**src/rtl/tactile_array_centroid_top_defines.svh**
```systemverilog
// Assertion macros for the tactile centroid block.
`ifndef TACTILE_ARRAY_CENTROID_TOP_DEFINES_SVH
`define TACTILE_ARRAY_CENTROID_TOP_DEFINES_SVH

// Implication checked in the same cycle.
`define TAC_ASSERT_NOW(label, ante, cons, msg) \
	label: assert property (@(posedge clk) disable iff (!arst_n) (ante) |-> (cons)) \
		else $error(msg);

// Implication checked in the next cycle.
`define TAC_ASSERT_NEXT(label, ante, cons, msg) \
	label: assert property (@(posedge clk) disable iff (!arst_n) (ante) |=> (cons)) \
		else $error(msg);

`endif

```
**src/rtl/tac_pkg.sv**
```systemverilog
// Shared types, constants and helper functions for the tactile centroid block.
package tac_pkg;

	localparam int FRAC_BITS = 16;
	localparam int NUM_CH    = 9;
	localparam int SENS_W    = 16;
	localparam int W_W       = FRAC_BITS + 1;
	localparam int POS_W     = 12;
	localparam int SCALE_W   = 4;
	localparam int RAD_W     = 10;
	localparam int CEN_W     = 12;
	localparam int PROD_W    = W_W + POS_W;
	localparam int SUM_W     = PROD_W + 4;
	localparam int SW_W      = W_W + 4;
	localparam int SIDE_W    = 12;
	localparam int ADDR_W    = 4;
	localparam int DATA_W    = 32;

	localparam logic [23:0] DIAG_NUM   = 24'd11863169;
	localparam int          DIAG_SHIFT = 24;

	typedef enum logic [1:0] {
		REG_IMAGE_SIDE   = 2'd0,
		REG_THRESHOLD    = 2'd1,
		REG_FULL_SCALE   = 2'd2,
		REG_SPECIAL_FS   = 2'd3
	} reg_idx_t;

	typedef struct packed {
		logic [SENS_W-1:0] sensor_0;
		logic [SENS_W-1:0] sensor_1;
		logic [SENS_W-1:0] sensor_2;
		logic [SENS_W-1:0] sensor_3;
		logic [SENS_W-1:0] sensor_4;
		logic [SENS_W-1:0] sensor_5;
		logic [SENS_W-1:0] sensor_6;
		logic [SENS_W-1:0] sensor_7;
		logic [SENS_W-1:0] sensor_8;
	} in_t;

	typedef struct packed {
		logic [CEN_W-1:0] centroid_x;
		logic [CEN_W-1:0] centroid_y;
		logic [RAD_W-1:0] radius_0;
		logic [RAD_W-1:0] radius_1;
		logic [RAD_W-1:0] radius_2;
		logic [RAD_W-1:0] radius_3;
		logic [RAD_W-1:0] radius_4;
		logic [RAD_W-1:0] radius_5;
		logic [RAD_W-1:0] radius_6;
		logic [RAD_W-1:0] radius_7;
		logic [RAD_W-1:0] radius_8;
	} out_t;

	// radii plus the empty-weight flag, carried alongside the centroid divide
	typedef struct packed {
		logic [NUM_CH-1:0][RAD_W-1:0] rad;
		logic                         sw_zero;
	} side_t;

	// canvas scale: floor(side / 500), side below 4096
	function automatic logic [SCALE_W-1:0] scale_of(input logic [SIDE_W-1:0] side);
		logic [SCALE_W-1:0] s;
		s = '0;
		for (int k = 1; k <= 8; k++) begin
			if (side >= SIDE_W'(500 * k)) begin
				s = SCALE_W'(k);
			end
		end
		return s;
	endfunction

	function automatic logic [39:0] diag_prod(input logic [SCALE_W-1:0] s);
		logic [39:0] m;
		m = 40'(s) * 40'd125;
		return m * 40'(DIAG_NUM);
	endfunction

	// diagonal offset, rounded down
	function automatic logic [POS_W-1:0] diag_floor(input logic [SCALE_W-1:0] s);
		logic [39:0] xn;
		xn = diag_prod(s);
		return POS_W'(xn >> DIAG_SHIFT);
	endfunction

	// diagonal offset, rounded up
	function automatic logic [POS_W-1:0] diag_ceil(input logic [SCALE_W-1:0] s);
		logic [39:0] xn;
		xn = diag_prod(s) + 40'((1 << DIAG_SHIFT) - 1);
		return POS_W'(xn >> DIAG_SHIFT);
	endfunction

endpackage

```
**src/rtl/tac_cdiv.sv**
```systemverilog
// Pipelined restoring divider for one centroid coordinate.
module tac_cdiv (
	input  logic                       clk,
	input  logic                       en,
	input  logic [tac_pkg::SUM_W-1:0]  num,
	input  logic [tac_pkg::SW_W-1:0]   den,
	output logic [tac_pkg::CEN_W-1:0]  quo
);
	import tac_pkg::*;

	logic [SUM_W-1:0] rem_s [CEN_W];
	logic [SW_W-1:0]  den_s [CEN_W];
	logic [CEN_W-1:0] quo_s [CEN_W];

	for (genvar j = 0; j < CEN_W; j++) begin : g_stage
		localparam int BIT = CEN_W - 1 - j;
		logic [SUM_W-1:0] r_in;
		logic [SW_W-1:0]  d_in;
		logic [CEN_W-1:0] q_in;
		logic [SUM_W-1:0] sh;
		logic             b;
		if (j == 0) begin : g_first
			assign r_in = num;
			assign d_in = den;
			assign q_in = '0;
		end else begin : g_next
			assign r_in = rem_s[j-1];
			assign d_in = den_s[j-1];
			assign q_in = quo_s[j-1];
		end
		assign sh = SUM_W'(d_in) << BIT;
		assign b  = (r_in >= sh);
		always_ff @(posedge clk) begin
			if (en) begin
				rem_s[j] <= b ? (r_in - sh) : r_in;
				den_s[j] <= d_in;
				quo_s[j] <= q_in | (CEN_W'(b) << BIT);
			end
		end
	end

	assign quo = quo_s[CEN_W-1];

endmodule

```
**config.mk**
```make
export PLATFORM = sky130hd
export DESIGN_NAME = tac_cdiv
export DESIGN_NICKNAME = d
export VERILOG_FILES = /design/src/rtl/tactile_array_centroid_top_defines.svh /design/src/rtl/tac_pkg.sv /design/src/rtl/tac_cdiv.sv
export SDC_FILE = /design/constraint.sdc
export NUM_CORES = 1
export LEC_CHECK = 0
export ABC_AREA = 1
export BUFFER_PORTS_ARGS = -buffer_cell sky130_fd_sc_hd__buf_2
export CAP_MARGIN = 20
export CORE_ASPECT_RATIO = 2
export CORE_MARGIN = 4
export CORE_UTILIZATION = 40
export DETAILED_ROUTE_END_ITERATION = 7
export PLACE_DENSITY = 0.58
export REMOVE_ABC_BUFFERS = 1
export SLEW_MARGIN = 5
export SYNTH_ARGS = -nofsm -noshare
export SYNTH_HDL_FRONTEND = slang
export SYNTH_SLANG_ARGS = --single-unit
export TNS_END_PERCENT = 100
```
**constraint.sdc**
```tcl
create_clock -name clk -period 7.31 [get_ports clk]
set_input_delay 1.0965 -clock clk [delete_from_list [all_inputs] [get_ports clk]]
set_output_delay 1.0965 -clock clk [all_outputs]
set_load 0.01 [all_outputs]
```
---- Word-level counts from Yosys, hierarchy flattened ----
Memories as Yosys holds them, arrays and structs flattened.
Cells that the tools add are included.
storage, ports and cells
  memories kept ........................... 3
  logic and storage cells ................. 52
  bits of input ports ..................... 56
  register bits after elaboration ......... 0
  RAM bits ................................ 792
operators by class
  mux-type cells .......................... 14
  bitwise gates (word level) .............. 11
  $add $sub $neg .......................... 12
  order comparisons ....................... 12
memory list
  name   words  width  rd ports  clocked after Yosys merged registers in  wr ports  line            RTL
  rem_s  12     33     11        0                                        12        tac_cdiv.sv:11  logic [SUM_W-1:0] rem_s [CEN_W];
  den_s  12     21     11        0                                        12        tac_cdiv.sv:12  logic [SW_W-1:0] den_s [CEN_W];
  quo_s  12     12     12        0                                        12        tac_cdiv.sv:13  logic [CEN_W-1:0] quo_s [CEN_W];
operators by type and width
  operator          number
  $mux 33           12
  $ge 33x21->1      1
  $ge 33x22->1      1
  $ge 33x23->1      1
  $ge 33x24->1      1
  $ge 33x25->1      1
  $ge 33x26->1      1
  $ge 33x27->1      1
  $ge 33x28->1      1
  $ge 33x29->1      1
  $ge 33x30->1      1
  $ge 33x31->1      1
  $ge 33x32->1      1
  $sub 33x21->33    1
  $sub 33x22->33    1
  $sub 33x23->33    1
  $sub 33x24->33    1
  $sub 33x25->33    1
  $sub 33x26->33    1
  $sub 33x27->33    1
  $sub 33x28->33    1
  $sub 33x29->33    1
  $sub 33x30->33    1
  $sub 33x31->33    1
  13 further kinds  14

---- Longest topological paths before layout ----
An unclocked memory read counts as a cell.
  depth after elaboration ................. 3
  depth in mapped cells ................... 16

---- Least setup slack after synthesis ----
Ideal clock, no wire load.
  kind .................................... input -> register
  start point ............................. input num[11] (netlist bit)
  end point ............................... memory rem_s[0][22] (netlist bit), data pin
  setup slack ............................. 4450 ps
  data required time ...................... 7048 ps
  stages .................................. 14
  arrival time ............................ 2598 ps
  buffers on the path ..................... 1
  setup time .............................. 262 ps
  cell sequence ........................... inv_1 ha_1 fa_1 inv_1 nand2_1 nand3_1 nand2_1 nand2_1 nand2_1 nand2_4 inv_2 buf_6 nand2_1 o21ai_0
RTL lines
  element      line            RTL
  from (decl)  tac_cdiv.sv:5   input logic [tac_pkg::SUM_W-1:0] num,
  to (decl)    tac_cdiv.sv:11

==> results_dict.tcl <==
set metrics [dict create \
    async_flop_share_pct 0 \
    slew_headroom_pct 28.4 \
    antenna_found_initial 1 \
    hold_class "reg -> reg" \
    avgViaCountPerCell 5.14 \
    hold_viol_final 0 \
    post-synth-top-area-fraction_pct 45.4 \
    insertion_delay_ns 0.71 \
    p_sw_share_pct 46.9 \
    p_comb_share_pct 48.6 \
    nNetsFinal 6230 \
    drcViolationCount 0 \
    grt_max_degree 211 \
    drv_cap 0 \
    period_share_pct 50.2 \
    drt_pass1_iterations 8 \
    grt-ovfl-total 0 \
    ys_seq_area_share_pct 45.4 \
    grt_pass1_vias 40900 \
    initial_core_util_pct 40.4 \
    hpwlAfterDp_mm 147 \
    cts_made_buffers 70 \
    synth_area_leaders "edfxtp_1 (45%), nand2_1 (19%), inv_1 (9.4%), ha_1 (7.1%), nand3_1 (3.9%)" \
    crit_type "reg -> reg" \
    path_clk_slew_ns 0.06 \
    wire_per_inst_um 24.3 \
    drt_iter0_drc 1975 \
    place_inst 7316 \
    endpoint_kind "register" \
    track_usage_pct 30.8 \
    p_leak_nw 24.0 \
    synth-seq-cells 672 \
    status "finished clean" \
    synth_area_leader_cell "edfxtp_1" \
    fin_setup_tns_ns 0 \
    cell_internal_pwr_mw 10.0 \
    cp_max_fo 29 \
    p_per_area_nw_per_um2 387 \
    startpoint_type "register" \
    cts_post_setup_buffers_inserted 0 \
    cts_hold_buffers 0 \
    p_clk_share_pct 20.1 \
    dr_total_vias 38300 \
    synth_warnings 0 \
    cts_sinks 672 \
    pwr-share-seq_pct 31.3 \
    fillers 11400 \
    synth_ff_type "edfxtp_1" \
    finalMaxSlewViolations 0 \
    num_io_pins 68 \
    htreeDepth 3 \
    coreArea_um2 110000 \
    yosysUniqueCellTypes 44 \
    drive_gt1_share_pct 4.53 \
    fin_worst_skew_ns 0.0524 \
    p_switching_mw 8.84 \
    yosys-top-cells-count "nand2_1 (2,250), inv_1 (1,111), edfxtp_1 (672)" \
    finalNonFillerCells 7440 \
    synth_enable_flop_cells 672 \
    clk_path_buf_depth 3 \
    wirelength_mm 181 \
    required_ns 7.76 \
    fp.dieW_um 244 \
    setup_violations 0 \
    portBuffers 67 \
    rsz0062_at_grt "false" \
    worstMarginPinSlew_ns 1.07 \
    die_area_um2 117000 \
    postCtsResizedCells 0 \
    core.rowCount 172 \
    grt_pass1_wl_mm 256 \
    avgSynthCellArea_um2 7.65 \
    layout_min_cycle_time_ns 3.67 \
    fmax_mhz 273 \
    utilization_pct 44.3 \
    tritoncts "yes" \
    peakVddDrop_uv 269 \
    antenna_cells 0 \
    antenna_left 0 \
    gp_congestion 1.03 \
    synth.most_common_cell "nand2_1" \
    syn_area_um2 44400 \
    dieHeight_um 479 \
    critPathArrivalTime_ns 4.12 \
    cts-root-buf "clkbuf_16" \
    area_growth_pct 9.74 \
    synthCells 5806 \
]
==> layout by cell type, fill, tap and decap left out, types with 6 or more instances in the layout <==
master,instances
nand2_1,2250
inv_1,1111
o21ai_0,64
nand4_1,70
clkbuf_16,70
xor2_1,94
nor2_2,15
a21oi_1,217
bufinv_16,9
buf_4,7
fa_1,11
clkbuf_1,12
edfxtp_1,672
nand2_2,14
clkinv_2,7
buf_2,66
nand3_1,349
and2_1,11
inv_2,12
o21ai_1,20
xnor2_1,35
clkinv_1,14
nand3b_1,44
o21bai_1,23
ha_1,252
o21ai_2,6
nor2_1,377
nor3_1,47
or2_2,8
a21oi_2,21
==> sequential cells by signal, indices dropped and copies added (netlist names) <==
| signal | cells |
|---|---|
| rem_s | 363 |
| quo_s | 78 |
| den_s | 231 |
==> cells by family after synthesis <==
family                   after synthesis  share of synthesized area [%]
AND/OR/NAND/NOR                     3210                           29.6
buffers and inverters               1171                           10.3
flip-flops                           672                           45.4
AO/OA/AOI/OAI                        361                           4.51
adder cells (fa/ha/maj)              263                           7.59
XOR/XNOR                             129                           2.54
==> critical path, stage by stage (launching register included) <==
cell      delay (ns)
edfxtp_1        0.40
ha_1            0.45
nand2_1         0.37
nor2_2          0.35
nand2_1         0.11
inv_1           0.07
nand2_1         0.06
nand2_2         0.20
nand2_1         0.10
nand2_2         0.52
inv_2           0.49
nand2_1         0.17
nand2_1         0.07
==> path summary, 6_finish.rpt <==
kind                           from                      end  slack [ns]  depth (start not counted)
max          rem_s[9][15]$_DFFE_PP_  rem_s[10][14]$_DFFE_PP_        3.64                         12
min          quo_s[1][33]$_DFFE_PP_   quo_s[1][45]$_DFFE_PP_        0.42                          0
max reg2reg  rem_s[9][15]$_DFFE_PP_  rem_s[10][14]$_DFFE_PP_        3.64                         12
min reg2reg  quo_s[1][33]$_DFFE_PP_   quo_s[1][45]$_DFFE_PP_        0.42                          0
==> stage by stage <==
step	instance area [µm²]	total power, mW	setup WS [ns]	hold WS [ns]
6_report	48800	18.9	3.64	0.417
3_5_place_dp	46400	14.8	3.76	0.405
3_3_place_gp	46400	14.7	3.77	0.401
2_1_floorplan	44000	11.2	4.43	0.400
4_1_cts	48700	18.6	3.75	0.417
5_1_grt	48800	19.9	3.47	0.419
==> power by group through the flow <==
stage / clock network, mW / registers, mW / logic, mW
after floorplan: 0 / 5.75 / 5.48
after global placement: 0 / 5.96 / 8.70
after detailed placement: 0 / 5.97 / 8.78
after CTS: 3.86 / 5.89 / 8.81
after global routing: 4.01 / 5.97 / 9.95
final: 3.79 / 5.90 / 9.16
==> area by class of cell <==
class	count	area [µm²]	area share, %
Sequential cell	672	20200	41.4
Multi-Input combinational cell	3963	19700	40.3
Inverter	1124	4220	8.65
Tap cell	1479	1850	3.80
Clock buffer	82	1800	3.69
Clock inverter	40	554	1.14
Timing Repair Buffer	80	503	1.03
==> layer usage <==
layer  GRT usage (%)  up-vias  share of wire (%)
met1            16.1    17500                 21
met4            41.7        0                 17
met5               0        -                  0
met3            7.03      977                4.3
met2            63.1     1251                 57
li1                -    18500                  -
Note: power is estimated with default switching activity, not from simulation.
