[config.mk]
export PLATFORM = sky130hd
export DESIGN_NAME = tac_lane
export DESIGN_NICKNAME = d
export VERILOG_FILES = /design/src/rtl/tactile_array_centroid_top_defines.svh /design/src/rtl/tac_pkg.sv /design/src/rtl/tac_lane.sv
export SDC_FILE = /design/constraint.sdc
export NUM_CORES = 2
export LEC_CHECK = 0
export BUFFER_PORTS_ARGS = -buffer_cell sky130_fd_sc_hd__buf_4
export CORE_MARGIN = 5
export CORE_UTILIZATION = 40
export DETAILED_ROUTE_END_ITERATION = 8
export GPL_ROUTABILITY_DRIVEN = 0
export SLEW_MARGIN = 10
export SYNTH_ARGS = -nofsm -noshare
export SYNTH_HDL_FRONTEND = slang
export SYNTH_SLANG_ARGS = --single-unit
[constraint.sdc]
create_clock -name clk -period 13.5 [get_ports clk]
set_input_delay 2.7 -clock clk [delete_from_list [all_inputs] [get_ports clk]]
set_output_delay 2.7 -clock clk [all_outputs]
set_load 0.005 [all_outputs]
[src/rtl/tactile_array_centroid_top_defines.svh]
// Assertion macros for the tactile centroid block.
`ifndef TACTILE_ARRAY_CENTROID_TOP_DEFINES_SVH
`define TACTILE_ARRAY_CENTROID_TOP_DEFINES_SVH

// Implication checked in the same cycle.
`define TAC_ASSERT_NOW(label, ante, cons, msg) \
	label: assert property (@(posedge clk) disable iff (!arst_n) (ante) |-> (cons)) \
		else $error(msg);

// Implication checked in the next cycle.
`define TAC_ASSERT_NEXT(label, ante, cons, msg) \
	label: assert property (@(posedge clk) disable iff (!arst_n) (ante) |=> (cons)) \
		else $error(msg);

`endif

[src/rtl/tac_pkg.sv]
// Shared types, constants and helper functions for the tactile centroid block.
package tac_pkg;

	localparam int FRAC_BITS = 16;
	localparam int NUM_CH    = 9;
	localparam int SENS_W    = 16;
	localparam int W_W       = FRAC_BITS + 1;
	localparam int POS_W     = 12;
	localparam int SCALE_W   = 4;
	localparam int RAD_W     = 10;
	localparam int CEN_W     = 12;
	localparam int PROD_W    = W_W + POS_W;
	localparam int SUM_W     = PROD_W + 4;
	localparam int SW_W      = W_W + 4;
	localparam int SIDE_W    = 12;
	localparam int ADDR_W    = 4;
	localparam int DATA_W    = 32;

	localparam logic [23:0] DIAG_NUM   = 24'd11863169;
	localparam int          DIAG_SHIFT = 24;

	typedef enum logic [1:0] {
		REG_IMAGE_SIDE   = 2'd0,
		REG_THRESHOLD    = 2'd1,
		REG_FULL_SCALE   = 2'd2,
		REG_SPECIAL_FS   = 2'd3
	} reg_idx_t;

	typedef struct packed {
		logic [SENS_W-1:0] sensor_0;
		logic [SENS_W-1:0] sensor_1;
		logic [SENS_W-1:0] sensor_2;
		logic [SENS_W-1:0] sensor_3;
		logic [SENS_W-1:0] sensor_4;
		logic [SENS_W-1:0] sensor_5;
		logic [SENS_W-1:0] sensor_6;
		logic [SENS_W-1:0] sensor_7;
		logic [SENS_W-1:0] sensor_8;
	} in_t;

	typedef struct packed {
		logic [CEN_W-1:0] centroid_x;
		logic [CEN_W-1:0] centroid_y;
		logic [RAD_W-1:0] radius_0;
		logic [RAD_W-1:0] radius_1;
		logic [RAD_W-1:0] radius_2;
		logic [RAD_W-1:0] radius_3;
		logic [RAD_W-1:0] radius_4;
		logic [RAD_W-1:0] radius_5;
		logic [RAD_W-1:0] radius_6;
		logic [RAD_W-1:0] radius_7;
		logic [RAD_W-1:0] radius_8;
	} out_t;

	// radii plus the empty-weight flag, carried alongside the centroid divide
	typedef struct packed {
		logic [NUM_CH-1:0][RAD_W-1:0] rad;
		logic                         sw_zero;
	} side_t;

	// canvas scale: floor(side / 500), side below 4096
	function automatic logic [SCALE_W-1:0] scale_of(input logic [SIDE_W-1:0] side);
		logic [SCALE_W-1:0] s;
		s = '0;
		for (int k = 1; k <= 8; k++) begin
			if (side >= SIDE_W'(500 * k)) begin
				s = SCALE_W'(k);
			end
		end
		return s;
	endfunction

	function automatic logic [39:0] diag_prod(input logic [SCALE_W-1:0] s);
		logic [39:0] m;
		m = 40'(s) * 40'd125;
		return m * 40'(DIAG_NUM);
	endfunction

	// diagonal offset, rounded down
	function automatic logic [POS_W-1:0] diag_floor(input logic [SCALE_W-1:0] s);
		logic [39:0] xn;
		xn = diag_prod(s);
		return POS_W'(xn >> DIAG_SHIFT);
	endfunction

	// diagonal offset, rounded up
	function automatic logic [POS_W-1:0] diag_ceil(input logic [SCALE_W-1:0] s);
		logic [39:0] xn;
		xn = diag_prod(s) + 40'((1 << DIAG_SHIFT) - 1);
		return POS_W'(xn >> DIAG_SHIFT);
	endfunction

endpackage

[src/rtl/tac_lane.sv]
// One channel lane: weight divider, weighted positions and marker radius.
module tac_lane (
	input  logic                        clk,
	input  logic                        en,
	input  logic [tac_pkg::SENS_W-1:0]  reading,
	input  logic [tac_pkg::SENS_W-1:0]  fs,
	input  logic [tac_pkg::SCALE_W-1:0] scale,
	input  logic [tac_pkg::POS_W-1:0]   px,
	input  logic [tac_pkg::POS_W-1:0]   py,
	output logic [tac_pkg::W_W-1:0]     w,
	output logic [tac_pkg::PROD_W-1:0]  wx,
	output logic [tac_pkg::PROD_W-1:0]  wy,
	output logic [tac_pkg::RAD_W-1:0]   rad
);
	import tac_pkg::*;

	logic [SENS_W-1:0] div_d;
	logic [SENS_W-1:0] m0;
	logic              q0;
	logic [SENS_W-1:0] rem_s [FRAC_BITS+1];
	logic [W_W-1:0]    quo_s [FRAC_BITS+1];
	logic [9:0]        s65;
	logic [W_W+9:0]    rprod;
	logic [W_W-1:0]    wf;

	// a zero full scale behaves as one
	assign div_d = (fs == '0) ? SENS_W'(1) : fs;
	assign m0    = (reading < div_d) ? reading : div_d;
	assign q0    = (m0 >= div_d);

	always_ff @(posedge clk) begin
		if (en) begin
			rem_s[0] <= q0 ? (m0 - div_d) : m0;
			quo_s[0] <= W_W'(q0);
		end
	end

	// restoring divide, one quotient bit per stage
	for (genvar k = 1; k <= FRAC_BITS; k++) begin : g_div
		logic [SENS_W:0] t;
		logic            b;
		assign t = {rem_s[k-1], 1'b0};
		assign b = (t >= {1'b0, div_d});
		always_ff @(posedge clk) begin
			if (en) begin
				rem_s[k] <= b ? SENS_W'(t - {1'b0, div_d}) : SENS_W'(t);
				quo_s[k] <= {quo_s[k-1][W_W-2:0], b};
			end
		end
	end

	assign wf    = quo_s[FRAC_BITS];
	assign s65   = 10'(scale) * 10'd65;
	assign rprod = (W_W+10)'(s65) * (W_W+10)'(wf);

	always_ff @(posedge clk) begin
		if (en) begin
			w   <= wf;
			wx  <= PROD_W'(wf) * PROD_W'(px);
			wy  <= PROD_W'(wf) * PROD_W'(py);
			rad <= RAD_W'(10'(scale) * 10'd35 + 10'(rprod >> FRAC_BITS));
		end
	end

endmodule

== Word-level counts from Yosys, hierarchy flattened ==
Memories as Yosys holds them, arrays and structs flattened.
Index checks and enable logic that the tools add are counted.
Cells by class
  add/subtract/negate cells: 18
  multiply operators: 5
  $lt $le $gt $ge: 18
  multiplexer cells: 21
  reduce and logical (&&, ||, !) cells: 1
Operators with widths (number)
  16-bit 2-to-1 mux: 19
  17-bit by 16-bit greater-or-equal comparator with 1-bit output: 16
  16-bit subtractor: 17
  17-bit by 12-bit multiplier with 29-bit output: 2
  10-bit by 17-bit multiplier with 26-bit output: 1
  16-bit greater-or-equal comparator: 1
  16-bit zero test: 1
  16-bit < comparator: 1
  10-bit adder: 1
  4-bit by 6-bit multiplier with 10-bit output, second input constant: 1
  4-bit by 7-bit multiplier with 10-bit output, second input constant: 1
  1-bit 2-to-1 mux: 2
Word-level totals
  bits in registers: 85
  memory bits (writable): 561
  input bits: 62
  output and inout bits: 85
  word-level logic and storage cells: 69
  memories: 2
Memory list
  quo_s: depth 17, width 17, read ports 17, clocked after Yosys merged registers in 0, wr ports 17, RTL line tac_lane.sv:21  | logic [W_W-1:0] quo_s [FRAC_BITS+1];
  rem_s: depth 17, width 16, read ports 16, clocked after Yosys merged registers in 0, wr ports 17, RTL line tac_lane.sv:20  | logic [SENS_W-1:0] rem_s [FRAC_BITS+1];

== Depth between registers and ports, before layout ==
  depth after elaboration: 6
  depth in mapped cells: 34
  mapped depth without buffers: 32

== Worst setup path after synthesis ==
No wires, ideal clock.
  path type: input -> register
  from: input port scale[3] (netlist name)
  to: register rad[9] (netlist name), data pin
  setup time: 0.260 ns
  arrival time: 9.698 ns
  required time: 13.240 ns
  setup slack: 3.542 ns
  stages: 32
  path buffers: 2
  cells stage by stage: clkbuf_1 -> clkbuf_1 -> nand2_1 -> fa_1 -> fa_1 -> fa_1 -> inv_1 -> fa_1 -> inv_1 -> fa_1 -> inv_1 -> ha_1 -> a2111o_1 -> or3_1 -> a211oi_1 -> nor2_1 -> a221oi_1 -> inv_1 -> a21oi_1 -> nor2b_1 -> nor3_1 -> nor2_1 -> fa_1 -> ha_1 -> inv_1 -> o21bai_1 -> a21oi_1 -> o21bai_1 -> a21o_1 -> a21oi_1 -> xnor2_1 -> xnor2_1
Between the ends
  longest elaborated chain between the ends: 3
  elaborated cells on any way between the ends: 4
  classes of those cells: add/sub: 1; mul: 3
Ends and longest elaborated chain
  from (decl): RTL line tac_lane.sv:7  | input logic [tac_pkg::SCALE_W-1:0] scale,
  4-bit by 7-bit multiplier with 10-bit output: RTL line tac_lane.sv:53  | assign s65 = 10'(scale) * 10'd65;
  10-bit by 17-bit multiplier with 26-bit output: RTL line tac_lane.sv:54  | assign rprod = (W_W+10)'(s65) * (W_W+10)'(wf);
  10-bit adder (*): RTL line tac_lane.sv:61  | rad <= RAD_W'(10'(scale) * 10'd35 + 10'(rprod >> FRAC_BITS));
  to (signal assigned): RTL line tac_lane.sv:61
  to (decl): RTL line tac_lane.sv:13  | output logic [tac_pkg::RAD_W-1:0] rad
Every way passes the cells marked *; elsewhere a longest branch is shown, timed or not.
A chain may end at the register's enable or synchronous reset.

== Worst setup path in the final report ==
Same ends and word-level chain as after synthesis.

==> results.yml <==
clocking:
  cts_resized: 0
  clk_latency_ps: 670
  cts-buffers-inserted: 60
  clock_path_buffers: 3
  htreeDepth: 2
  hold_buffers: 0
  cts_setup_buffers: 0
  root_buffer: "clkbuf_16"
  clock_sinks: 494
  clk_pin_slew_worst_paths_ps: 60
  cts_tree: "built"
timing:
  drv_slew: 0
  fmax_mhz: 101
  timing.final.crit_share_pct: 73.5
  worst_pin_slew_ps: 1210
  tns_ps: 0
  skew_ps: 38.3
  rsz0062_at_grt: "false"
  period_needed_ps: 9920
  final-hold-violation-count: 0
  relSlewSlack_pct: 19.1
  setup_viol: 0
global_route:
  grt-ovfl-total: 0
  grt_pass1_wl_mm: 167
  grt_max_degree: 156
  grt_use_total_pct: 17.0
  grt_pass1_vias: 31648
  antenna_found_initial: 1
setup_path:
  critPathKind: "input port to flip-flop"
  cp.required_ps: 13920
  critPathArrivalTime_ps: 10340
  worst_setup_path_start_kind: "input port"
  cp-startpoint: "scale[3]"
  worst_setup_path_end_kind: "flip-flop"
  regToRegStartpoint: "quo_s[2][4]"
  critPathMaxFanout: 20
  max_stage_delay_ps: 590
  crit_top_cell: "fa_1"
  worst_path_max_delay_cell: "fa_1"
placement:
  post-place-cells: 5840
  numPortBuffers: 146
  dp_hpwl_mm: 73.6
route:
  viasPerCell: 5.19
  drtPass1Iterations: 5
  wl_per_cell_um: 17.3
  dr.max_layer_used: "met5"
  drc: 0
  drt-met1-wl_mm: 46.2
  dr_total_vias: 30906
  ant_nets: 0
  wl_met2_mm: 49.5
  routed_wl_mm: 103
  first_iter_violations: 1667
  dr_wl_met3_mm: 4.51
logic_synthesis:
  yosys_register_bits: 494
  syn_inst: 4276
  synth_ff_type: "edfxtp_1"
  yosysTopAreaCell: "edfxtp_1"
  yosysSeqAreaShare_pct: 32.8
  yosys_warnings: 0
  netlist-cell-type-count: 66
  avgSynthCellArea_um2: 10.6
  ys_top_cells_by_area: "edfxtp_1 (33%), fa_1 (17%), ha_1 (14%)"
  synth_edf_count: 494
  synth_top_area_share_pct: 32.8
  async_reset_ff_share_pct: 0
  syn_nets: 5232
  netlist_area_mm2: 0.0453
die:
  row_count: 123
  core-area_mm2: 0.112
  die_w_um: 346
  io_pins: 147
  initial_utilization_pct: 40.2
  dieArea_mm2: 0.120
  die-height_um: 346
min_path:
  min_path_type: "flip-flop to flip-flop"
  hold_start: "quo_s[1][68]"
status:
  status: "complete, no violations"
layout:
  layout_common_cells: "nand2_1 (513), inv_1 (513), ha_1 (507)"
  final_cells: 5950
  diodes: 0
  drive_above_1_share_pct: 10.4
  layout.nets: 5358
  syn_to_final_growth_pct: 10.9
power:
  p_clk_share_pct: 12.5
  internal_power_uw: 7730
  swShare_pct: 41.7
  power.switching_uw: 5540
  seqPwrFrac_pct: 23.4
  p_per_area_mw_per_mm2: 264
  p_leak_uw: 0.0225
  irDropWorstVdd_uv: 205
  combPwrFrac_pct: 64.1
run:
  drv_cap: 0
## stage by stage
| stage | hold slack [ps] | util (%) | setup WS, ps | power, µW | instance area [µm²] |
|---|---|---|---|---|---|
| 2_1_floorplan | 400 | - | 3540 | 9640 | 45300 |
| 3_3_place_gp | 400 | 42.8 | 3100 | 11500 | 48200 |
| 3_5_place_dp | 405 | 42.8 | 2930 | 11700 | 48200 |
| 4_1_cts | 402 | 44.6 | 3630 | 13500 | 50200 |
| 5_1_grt | 409 | 44.6 | 3070 | 14700 | 50200 |
| 6_report | 402 | 44.6 | 3580 | 13300 | 50200 |
## Yosys cell counts (56+ instances only)
master    instances
nor3_1           56
nand2_1         513
ha_1            507
inv_1           513
a21oi_1         203
o21bai_1         60
edfxtp_1        494
nor2_1          140
xor2_1          112
and2_1          133
a21o_1          147
clkbuf_1        132
xnor2_1         153
o21ai_0         180
mux2_2          149
fa_1            387
## metal layers
metal  vias up  track usage (%)
met3       162             2.61
met2       597             29.2
li1      15001                -
met5         -                0
met1     15144             22.7
met4         2             4.35
## path summary, 6_finish.rpt
path	end	cells past startpoint	slack, ps
setup / recovery	rad[9]	31	3580
hold / removal	quo_s[1][86]	0	400
setup reg to reg	rad[9]	31	5130
hold reg to reg	quo_s[1][86]	0	400
## cell type report
cell class | count | area [µm²]
clock buffers | 65 | 1520
multi-input cells | 3135 | 28000
flip-flops and latches | 494 | 14800
repair buffers | 198 | 1510
fillers | 10603 | 62300
inverters | 513 | 1930
clock inverters | 45 | 502
well taps | 1500 | 1880
## state kept, by name, indices dropped and copies added, names as in the netlist
| name | count |
|---|---|
| rad | 10 |
| quo_s | 153 |
| wy | 29 |
| wx | 29 |
| rem_s | 256 |
| w | 17 |
## worst max-delay path, delay by kind of cell
kind / cells / cell delay, ps
fa+ha+maj: 8 / 3710
compound gates: 9 / 2220
simple gates: 6 / 870
buf+inv: 6 / 540
xor+xnor: 2 / 260
## power by group through the flow
stage / clock network, µW / logic, µW / registers, µW
4_1_cts: 1720 / 8610 / 3120
5_1_grt: 1790 / 9720 / 3170
3_5_place_dp: 0 / 8520 / 3140
6_report: 1660 / 8500 / 3110
2_1_floorplan: 0 / 6610 / 3030
3_3_place_gp: 0 / 8410 / 3140
## logic make-up (layout without fill, tap and decap cells)
| logic type | count (synthesis) | count (layout) | share of synthesized area [%] |
|---|---|---|---|
| flops | 494 | 494 | 32.8 |
| fa+ha+maj | 894 | 894 | 31.1 |
| mux | 164 | 164 | 4.05 |
| compound gates | 763 | 763 | 10.8 |
| simple gates | 1049 | 1049 | 10.7 |
| xor+xnor | 265 | 265 | 5.13 |
| buf+inv | 647 | 821 | 5.39 |
Power figures use the tool's default switching activity.
